--- config.mk ---
export PLATFORM = sky130hd
export DESIGN_NAME = pwbc_queue
export DESIGN_NICKNAME = d
export VERILOG_FILES = /design/src/hw/rtl/pwbc_pkg.sv /design/src/hw/rtl/pwbc_queue.sv
export SDC_FILE = /design/constraint.sdc
export NUM_CORES = 1
export LEC_CHECK = 0
export BUFFER_PORTS_ARGS = -buffer_cell sky130_fd_sc_hd__clkbuf_2
export CAP_MARGIN = 20
export CORE_MARGIN = 5
export CORE_UTILIZATION = 40
export DETAILED_ROUTE_END_ITERATION = 7
export PLACE_DENSITY = 0.77
export SYNTH_ARGS = -nofsm -noshare
export SYNTH_HDL_FRONTEND = slang
export SYNTH_SLANG_ARGS = --single-unit
--- constraint.sdc ---
create_clock -name clk_i -period 1.7 [get_ports clk_i]
set_clock_uncertainty 0.2 [all_clocks]
set_input_delay 0 -clock clk_i [delete_from_list [all_inputs] [get_ports clk_i]]
set_output_delay 0 -clock clk_i [all_outputs]
set_load 0.05 [all_outputs]
--- src/hw/rtl/pwbc_pkg.sv ---
// Package with the shared types and constants of the path wall blocking check.
`timescale 1ns / 1ps
package pwbc_pkg;

  localparam int MaxWalls  = 32;
  localparam int CoordBits = 16;
  localparam int CountBits = 6;
  localparam int QueueDepth = 2;

  typedef enum logic [1:0] {
    ACT_LOAD_V = 2'd0,
    ACT_LOAD_H = 2'd1,
    ACT_CLEAR  = 2'd2,
    ACT_QUERY  = 2'd3
  } action_e;

  typedef struct packed {
    logic [1:0]                  action;
    logic signed [CoordBits-1:0] seg_start_x;
    logic signed [CoordBits-1:0] seg_start_y;
    logic signed [CoordBits-1:0] seg_end_x;
    logic signed [CoordBits-1:0] seg_end_y;
    logic signed [CoordBits-1:0] point_x;
    logic signed [CoordBits-1:0] point_y;
  } in_item_t;

  typedef struct packed {
    logic                 accepted;
    logic                 table_full;
    logic                 blocked;
    logic                 crosses_wall;
    logic                 behind_wall;
    logic [CountBits-1:0] vertical_count;
    logic [CountBits-1:0] horizontal_count;
  } out_item_t;

  typedef enum logic [1:0] {
    ST_IDLE  = 2'd0,
    ST_READ  = 2'd1,
    ST_SCAN  = 2'd2,
    ST_DONE  = 2'd3
  } state_e;

endpackage

--- src/hw/rtl/pwbc_queue.sv ---
// Short queue that carries beats between the front and back parts.
`timescale 1ns / 1ps
module pwbc_queue #(
  parameter int Depth = pwbc_pkg::QueueDepth,
  parameter int Width = 8
) (
  input  logic             clk_i,
  input  logic             rst_ni,
  input  logic             push_i,
  input  logic [Width-1:0] data_i,
  output logic             full_o,
  input  logic             pop_i,
  output logic [Width-1:0] data_o,
  output logic             empty_o
);
  localparam int AddrBits = (Depth > 1) ? $clog2(Depth) : 1;

  logic [Width-1:0]  mem_q [Depth];
  logic [AddrBits-1:0] wr_q, wr_d, rd_q, rd_d;
  logic [AddrBits:0] cnt_q, cnt_d;
  logic do_push, do_pop;

  assign full_o  = (cnt_q == (AddrBits+1)'(Depth));
  assign empty_o = (cnt_q == '0);
  assign do_push = push_i && !full_o;
  assign do_pop  = pop_i && !empty_o;
  assign data_o  = mem_q[rd_q];

  always_comb begin
    wr_d = wr_q;
    rd_d = rd_q;
    if (do_push) begin
      wr_d = (wr_q == AddrBits'(Depth-1)) ? '0 : wr_q + 1'b1;
    end
    if (do_pop) begin
      rd_d = (rd_q == AddrBits'(Depth-1)) ? '0 : rd_q + 1'b1;
    end
    cnt_d = cnt_q + (AddrBits+1)'(do_push) - (AddrBits+1)'(do_pop);
  end

  always_ff @(posedge clk_i) begin
    if (do_push) begin
      mem_q[wr_q] <= data_i;
    end
  end

  always_ff @(posedge clk_i or negedge rst_ni) begin
    if (!rst_ni) begin
      wr_q  <= '0;
      rd_q  <= '0;
      cnt_q <= '0;
    end else begin
      wr_q  <= wr_d;
      rd_q  <= rd_d;
      cnt_q <= cnt_d;
    end
  end

  assert property (@(posedge clk_i) disable iff (!rst_ni) cnt_q <= (AddrBits+1)'(Depth))
    else $error("Queue count exceeds depth.");
  assert property (@(posedge clk_i) disable iff (!rst_ni)
    (do_push && !do_pop) |=> cnt_q == $past(cnt_q) + 1'b1)
    else $error("Queue count did not grow on push.");
  assert property (@(posedge clk_i) disable iff (!rst_ni) empty_o |-> !full_o)
    else $error("Queue is both empty and full.");
endmodule

==> results of run 1 <==
## worst max-delay path by stage
| stage | to | slack (ns) | depth (start not counted) |
|---|---|---|---|
| final | cnt_q[1] | 0.04 | 7 |
| after detailed placement | cnt_q[1] | -0.02 | 7 |
| after global routing | cnt_q[1] | -0.02 | 7 |
| after CTS | cnt_q[1] | 0.001 | 7 |
| after global placement | cnt_q[1] | 0.05 | 7 |
| after floorplan | cnt_q[1] | -0.16 | 7 |
## registers in the layout, summed over array words and instances, names as in the netlist
name   count
mem_q     16
cnt_q      2
rd_q       1
wr_q       1
## routing by layer
metal | track usage [%] | wire length [µm] | up-vias
met5 | 0 | 0 | -
met4 | 3.73 | 0 | 0
met3 | 2.45 | 91 | 0
met2 | 20.3 | 739 | 18
met1 | 12.9 | 597 | 227
li1 | - | - | 240
## worst reg2reg max path, stage by stage, from the launching register on
cell and delay [ns]:
dfrtp_2 0.47, nor2_4 0.13, nor2b_4 0.06, ha_4 0.25, inv_2 0.04, ha_4 0.17
xnor2_4 0.12, xnor2_1 0.12
## power groups by stage
stage / sequential, W / combinational (W) / clock, W
2_1_floorplan: 0.000748 / 0.000754 / 0
3_3_place_gp: 0.000793 / 0.000867 / 0
3_5_place_dp: 0.000801 / 0.000889 / 0
4_1_cts: 0.000805 / 0.000988 / 0.000265
5_1_grt: 0.000823 / 0.00122 / 0.000288
6_report: 0.000803 / 0.00114 / 0.000260
## synthesized netlist by cell type, drive strengths merged
master	number
buf	1
nor2	2
inv	2
xor2	1
dfrtp	4
nor2b	1
nand2	1
and3	1
ha	2
xnor2	3
mux2	8
edfxtp	16
nand2b	1
## stage by stage
stage               setup TNS (ns)  setup slack, ns
finish                           0           0.0371
global route               -0.0187          -0.0187
CTS                              0          0.00125
detailed placement         -0.0206          -0.0206
global placement                 0           0.0455
floorplan                   -0.157           -0.157
## final cells by class
class	count	area [µm²]	area share, %
sequential	20	584	49.2
clock buffer	4	36.3	3.05
multi-input combinational	20	249	20.9
tap	27	33.8	2.84
inverter	2	7.51	0.632
timing repair buffer	40	278	23.4
## timing repair
| action | CTS | global route |
|---|---|---|
| setup endpoints to repair | 9 | 9 |
| gates resized for setup | 6 | 6 |
| hold buffers | 12 | 0 |
| pin swaps | 4 | 5 |
| hold endpoints to repair | 22 | 0 |
| buffers inserted | 2 | 3 |
## cell families (layout without fill, tap and decap cells)
kind of cell               after synthesis  in the layout  synth area share (%)
muxes                                    8              8                  11.5
adders and majority gates                2              2                  3.19
and+or+nand+nor                          6              6                  4.47
xor gates and xnor gates                 4              4                  4.47
DFF                                     20             20                  74.0
buffers and inverters                    3             46                  2.39
==> metrics.txt, run 1 <==
Power Internal=0.00129 W; launching point of the worst reg2reg path=cnt_q[1]; largest net degree at the start of global routing=12; layout cells sized above 1=59.3%; Finished Layout Cells=113; cell accounting for the most synthesized area=edfxtp_1; initial antenna violation count=0; most frequent cells in the layout=clkbuf_2, edfxtp_1, dlygate4sd3_1; Worst-Skew Late Latency=0.29 ns; Inserted Diodes=0; Layout area overhead=51.5%; maximum fanout along the worst path=3; num rows=16; run status=complete, no violations; initial core utilization=40.8%; First-pass DRT Iterations=2; Synth Area per Inst=18.2 µm²; Cell Area, Placed=932 µm²; P_leak=0.490 nW; I/O pins=22; cell mode on critical path=ha_4; PD cells=1860 nW/µm²; global-route wire length before repair=2210 µm; Tightest Pin Transition=0.410 ns; CP Cell Sequence=nor2_4 > nor2b_4 > ha_4 > inv_2 > ha_4 > xnor2_4 > xnor2_1; Setup CP Type=reg2reg; Setup crit start kind=register; Fin. Hold Viols=0; share of the synthesized area in the top cell type=61.2%; Num Clock Sinks=20; Finished Core Util=61.8%; dpl hpwl=941 µm; clock share of power=11.8%; clock root buffer=clkbuf_4; R2R Setup Slk=0.04 ns; commonest non-fill, non-tap cell in the layout=clkbuf_2; # port buffers=21; syn nets=57; post-route cell area=1190 µm²; DR vias=485; Die Area=2950 µm²; clock period minus worst slack=1.66 ns; R2R Path End=cnt_q[1]; final wirelength=1430 µm; Worst Setup End Kind=register; Netlist cell types=14; nets@finish=101; switching pwr=0.000915 W; Slew Viols, Final=0; routed wire length per instance=12.6 µm; Max Fclk=601 MHz; Area contributors post-synth=edfxtp_1, dfrtp_1, mux2_2; crit path DAT=1.64 ns; RSZ-0062 raised after global routing=yes; Seq cells post-synth=20; vias in the first global route=493; Core Area=1920 µm²; r2r worst-path depth=7; hold slack=0.235 ns; sw frac=41.5%; WHS Endpoint=mem_q[1][4]; crit path launch=cnt_q[1]; CP max stage delay=0.47 ns; routed vias/inst=4.29; power share of the combinational group=51.8%; Hold Path Class=in2reg; CTS Buffer Depth=2; final total power=0.00221 W; Total GRT Usage=11.2%; DRC violations left=0; cts bufs inserted=3; Peak VDD IR=1.12 mV; Worst Hold Launch=data_i[4]; sequential share of the synthesized area=74.0%; Sequential Power Share=36.4%; Final Cycle Share=97.8%; hold depth=2; final setup vio count=0; Die W=54.3 µm; total congestion overflow=0; Synth Warn #=0; GPL Wtd Cong=0.670; DRT iter0 DRCs=4; slowest CP cell=dfrtp_2; Relative slew margins=72.7%; CTS tree=built; # fillers=157; Cells after DPL=92; Worst-path clk slew=0.10 ns; CP bufs+invs=1; Worst Path Required=1.68 ns; critical path's top delay family=flip-flops; cell count after synthesis=43; H-tree depth=1; Die Height=54.3 µm; Routed Antenna Nets=0; Max Cap Viol=0; Post-Synthesis Cell Area=785 µm²
(Power assumes the default switching activity.)
==> inputs of run 2 (changes only) <==
PLACE_DENSITY = 0.69   (was 0.77)
==> metrics.txt, run 2 (synthesis results as in run 1) <==
max FFs per register=16 (unchanged); First-pass DRT Iterations=1 (-1); initial core utilization=40.8% (unchanged); vias in the first global route=474 (-3.9%); Die W=54.3 µm (unchanged); Fin. Hold Viols=0 (unchanged); Worst-Skew Late Latency=0.28 ns (about the same); layout cells sized above 1=57.0% (-2.3 points); CTS tree=built; post-route cell area=1170 µm² (-1.8%); R2R Setup Slk=0.04 ns (about the same); maximum fanout along the worst path=3 (unchanged); most frequent cells in the layout=clkbuf_2, edfxtp_1, dlygate4sd3_1; crit path DAT=1.63 ns (about the same); final wirelength=1290 µm (-9.3%); # port buffers=21 (unchanged); Setup WS post-layout=0.0425 ns (+0.00537 ns); Tightest Pin Transition=0.282 ns (-0.128 ns); Worst-path clk slew=0.10 ns (about the same); routed vias/inst=4.19 (-2.5%); PD cells=1770 nW/µm² (-4.6%); GPL Wtd Cong=0.680 (+1.5%); r2r worst-path depth=7 (unchanged); Finished Layout Cells=113 (unchanged); CTS Buffer Depth=2 (unchanged); num rows=16 (unchanged); Routed Antenna Nets=0 (unchanged); dpl hpwl=938 µm (-0.29%); routed wire length per instance=11.5 µm (-9.3%); commonest non-fill, non-tap cell in the layout=clkbuf_2; Top reg by flops=mem_q; Max Cap Viol=0 (unchanged); Cell Area, Placed=955 µm² (+2.4%); Die Height=54.3 µm (unchanged); final setup vio count=0 (unchanged); Final Cycle Share=97.5% (-0.32 points); Peak VDD IR=1.11 mV (-0.77%); Hold Path Class=in2reg; hold depth=2 (unchanged); initial antenna violation count=0 (unchanged); DRT iter0 DRCs=0 (-4); clock period minus worst slack=1.66 ns (-0.00537 ns); Layout area overhead=48.8%; cts bufs inserted=3 (unchanged); R2R Path End=cnt_q[1]; Total GRT Usage=9.74% (-1.5 points); largest net degree at the start of global routing=12 (unchanged); global-route wire length before repair=2000 µm (-9.6%); WHS Endpoint=mem_q[1][3]; TNS Setup=0 ns (unchanged); Place WS=-0.0118 ns (+0.00878 ns); Core Area=1920 µm² (unchanged); Setup crit start kind=register; Relative slew margins=81.3% (+8.6 points); Max Fclk=603 MHz (+0.32%); I/O pins=22 (unchanged); Worst Setup End Kind=register; H-tree depth=1 (unchanged); Worst Path Required=1.67 ns (about the same); clock root buffer=clkbuf_4; launching point of the worst reg2reg path=cnt_q[0]; run status=complete, no violations; RSZ-0062 raised after global routing=yes; Worst Hold Launch=data_i[3]; Inserted Diodes=0 (unchanged); Top Registers=mem_q x16, cnt_q x2; DR vias=473 (-2.5%); total congestion overflow=0 (unchanged); Slew Viols, Final=0 (unchanged); P_leak=0.486 nW (-0.74%); DRC violations left=0 (unchanged); Die Area=2950 µm² (unchanged); Num Clock Sinks=20 (unchanged); Setup CP Type=reg2reg; nets@finish=101 (unchanged); Cells after DPL=95 (+3.3%)
## run 2: how the worst max path moves through the flow
stage	from	endpoint	slack, ns	cells past startpoint
3_3_place_gp	cnt_q[1]	cnt_q[1]	0.05	7
5_1_grt	cnt_q[0]	cnt_q[1]	-0.03	7
2_1_floorplan	cnt_q[0]	cnt_q[1]	-0.16	7
6_report	cnt_q[0]	cnt_q[1]	0.04	7
4_1_cts	cnt_q[0]	cnt_q[1]	0.007	7
3_5_place_dp	cnt_q[0]	cnt_q[1]	-0.01	7
## run 2: repair_timing
item | 4_1_cts | 5_1_grt
endpoints found under the setup margin | 9 | 1
endpoints found under the hold margin | 22 | 0
pin swaps | 2 | 3
hold buffers | 12 | 0
resized for setup | 5 | 8
buffers inserted | 1 | 1
## run 2: layout make-up
cell class	instances	area, µm²
clock inverters	1	3.75
clock buffers	3	22.5
inverters	2	7.51
multi-input cells	20	233
well taps	27	33.8
flip-flops and latches	20	583
repair buffers	40	284
fillers	159	754
## run 2: critical path, stage by stage (launching register included)
cell	delay (ns)
dfrtp_1	0.43
nand2b_4	0.17
nand2_4	0.06
ha_4	0.26
inv_2	0.03
ha_2	0.17
xnor2_2	0.13
xnor2_1	0.12
## run 2: power by group
part	switching (W)	internal, W
logic	0.000636	0.000420
registers	0.000111	0.000690
clock network	0.000124	0.0000850
total	0.000871	0.00120
## run 2: routing by layer
| metal | vias to the layer above | share of wire (%) | global-route usage [%] |
|---|---|---|---|
| met5 | - | 0 | 0 |
| met4 | 0 | 0 | 3.73 |
| met3 | 0 | 5.7 | 2.72 |
| met2 | 11 | 49 | 16.1 |
| met1 | 220 | 45 | 12.0 |
| li1 | 242 | - | - |
## run 2: metrics by stage
step | power [W] | util, % | hold slack, ns
floorplan | 0.00150 | - | -0.496
global placement | 0.00169 | 49.7 | -0.386
detailed placement | 0.00172 | 49.7 | -0.386
CTS | 0.00200 | 58.5 | 0.228
global route | 0.00219 | 60.7 | 0.233
finish | 0.00207 | 60.7 | 0.241
==> inputs of run 3 (changes only) <==
PLACE_DENSITY = 0.73   (was 0.69)
==> metrics.txt, run 3 (synthesis results as in run 1) <==
run status=complete, no violations; multi-input logic area=238 µm² (+2.2%); CTS tree=built; Max Cap Viol=0 (unchanged); DRC violations left=0 (unchanged); First-pass DRT Iterations=2 (+1); hold slack=0.241 ns (+0.000209 ns); Setup WS post-layout=0.0362 ns (-0.00632 ns); Cell Area, Placed=947 µm² (-0.79%); cts bufs inserted=3 (unchanged); area occupied by registers=583 µm² (unchanged); initial core utilization=40.8% (unchanged); routed vias/inst=4.27 (+2.1%); Total GRT Usage=9.94% (+0.20 points); Worst Setup End Kind=register; # fillers=157 (-1.3%); Relative slew margins=81.2% (about the same); Top reg by flops=mem_q; Worst-path clk slew=0.10 ns (about the same); Top Registers=mem_q x16, cnt_q x2; Worst-Skew Late Latency=0.28 ns (about the same); Setup CP Type=reg2reg; most frequent cells in the layout=clkbuf_2, edfxtp_1, dlygate4sd3_1; routed wire length per instance=11.9 µm (+3.9%); switching pwr=0.000895 W (+2.8%); Setup crit start kind=register; I/O pins=22 (unchanged); DRT iter0 DRCs=1 (+1); num rows=16 (unchanged); Die Area=2950 µm² (unchanged); Worst Path Required=1.71 ns (+0.04 ns); commonest non-fill, non-tap cell in the layout=clkbuf_2; post-route cell area=1170 µm² (+0.54%); Layout area overhead=49.6%; Die Height=54.3 µm (unchanged); Hold Path Class=in2reg; Slew Viols, Final=0 (unchanged); global-route wire length before repair=2040 µm (+2.0%); Die W=54.3 µm (unchanged); initial antenna violation count=0 (unchanged); Core Area=1920 µm² (unchanged); total congestion overflow=0 (unchanged); Peak VDD IR=1.32 mV (+18%); Tightest Pin Transition=0.283 ns (+0.00106 ns); RSZ-0062 raised after global routing=yes; PD cells=1800 nW/µm² (+2.0%); layout cells sized above 1=57.5% (+0.49 points); DR vias=487 (+3.0%); clock share of power=10.2% (about the same); Inserted Diodes=0 (unchanged); CTS Buffer Depth=2 (unchanged); GPL Wtd Cong=0.638 (-6.1%); P_leak=0.486 nW (about the same); final wirelength=1360 µm (+4.9%); Place WS=0.00255 ns (+0.0143 ns); Final Cycle Share=97.9% (+0.37 points); power share of the combinational group=52.1% (+1.0 points); clock root buffer=clkbuf_4; sw frac=42.3% (+0.12 points); Max Fclk=601 MHz (-0.38%); clock period minus worst slack=1.66 ns (+0.00632 ns); final setup vio count=0 (unchanged); nets@finish=102 (+0.99%); max FFs per register=16 (unchanged); crit path DAT=1.67 ns (+0.04 ns); Routed Antenna Nets=0 (unchanged); maximum fanout along the worst path=3 (unchanged); H-tree depth=1 (unchanged); Sequential Power Share=37.7% (-1.1 points); Power Internal=0.00122 W (+2.3%); vias in the first global route=465 (-1.9%); largest net degree at the start of global routing=12 (unchanged); # port buffers=21 (unchanged); final total power=0.00212 W (+2.5%); Fin. Hold Viols=0 (unchanged); Num Clock Sinks=20 (unchanged)
==> run 3: per-stage QoR <==
stage                     utilization (%)  std cells  setup TNS (ns)
after floorplan                         -         43          -0.157
after global placement               49.3         94               0
after detailed placement             49.3         94               0
after CTS                            58.1        112               0
after global routing                 61.1        114         -0.0433
final                                61.1        114               0
==> run 3: per-layer routing <==
metal  GRT usage [%]  vias up  wire length (µm)
li1                -      242                 -
met1            13.0      230               599
met2            15.9       15               671
met3            2.45        0                85
met4            3.73        0                 0
met5               0        -                 0
==> run 3: power by group through the flow <==
stage | registers, W | logic (W) | clock network, W
after floorplan | 0.000748 | 0.000754 | 0
after global placement | 0.000795 | 0.000889 | 0
after detailed placement | 0.000798 | 0.000905 | 0
after CTS | 0.000799 | 0.000975 | 0.000223
after global routing | 0.000818 | 0.00117 | 0.000250
final | 0.000799 | 0.00110 | 0.000217
==> run 3: path summary, 6_finish.rpt <==
path | endpoint | cells past startpoint | startpoint | slack [ns]
max in group asynchronous | rd_q | 3 | rst_ni | 0.73
setup / recovery | cnt_q[1] | 7 | cnt_q[0] | 0.04
hold / removal | mem_q[1][5] | 2 | data_i[5] | 0.24
min in group asynchronous | cnt_q[0] | 3 | rst_ni | 0.39
hold reg to reg | wr_q | 1 | wr_q | 0.32
setup reg to reg | cnt_q[1] | 7 | cnt_q[0] | 0.04
==> run 3: repair_timing <==
item                                   4_1_cts  5_1_grt
hold buffers                                12        0
endpoints found under the hold margin       22        0
setup buffers                                2        2
setup endpoints to repair                    9        1
gates resized for setup                      2        8
pin swaps                                    0        5
==> run 3: cell type report <==
| class | count | share of cell area [%] |
|---|---|---|
| inverter | 2 | 0.640 |
| timing repair buffer | 41 | 24.3 |
| tap | 27 | 2.88 |
| multi-input combinational | 20 | 20.3 |
| clock buffer | 4 | 2.24 |
| sequential | 20 | 49.7 |
==> run 3: critical path: stages (launching register included) <==
cell and delay [ns]:
dfrtp_1 0.42, nand2b_4 0.17, nand2_4 0.06, ha_4 0.26, inv_2 0.04, ha_4 0.15, xnor2_2 0.16, xnor2_1 0.13
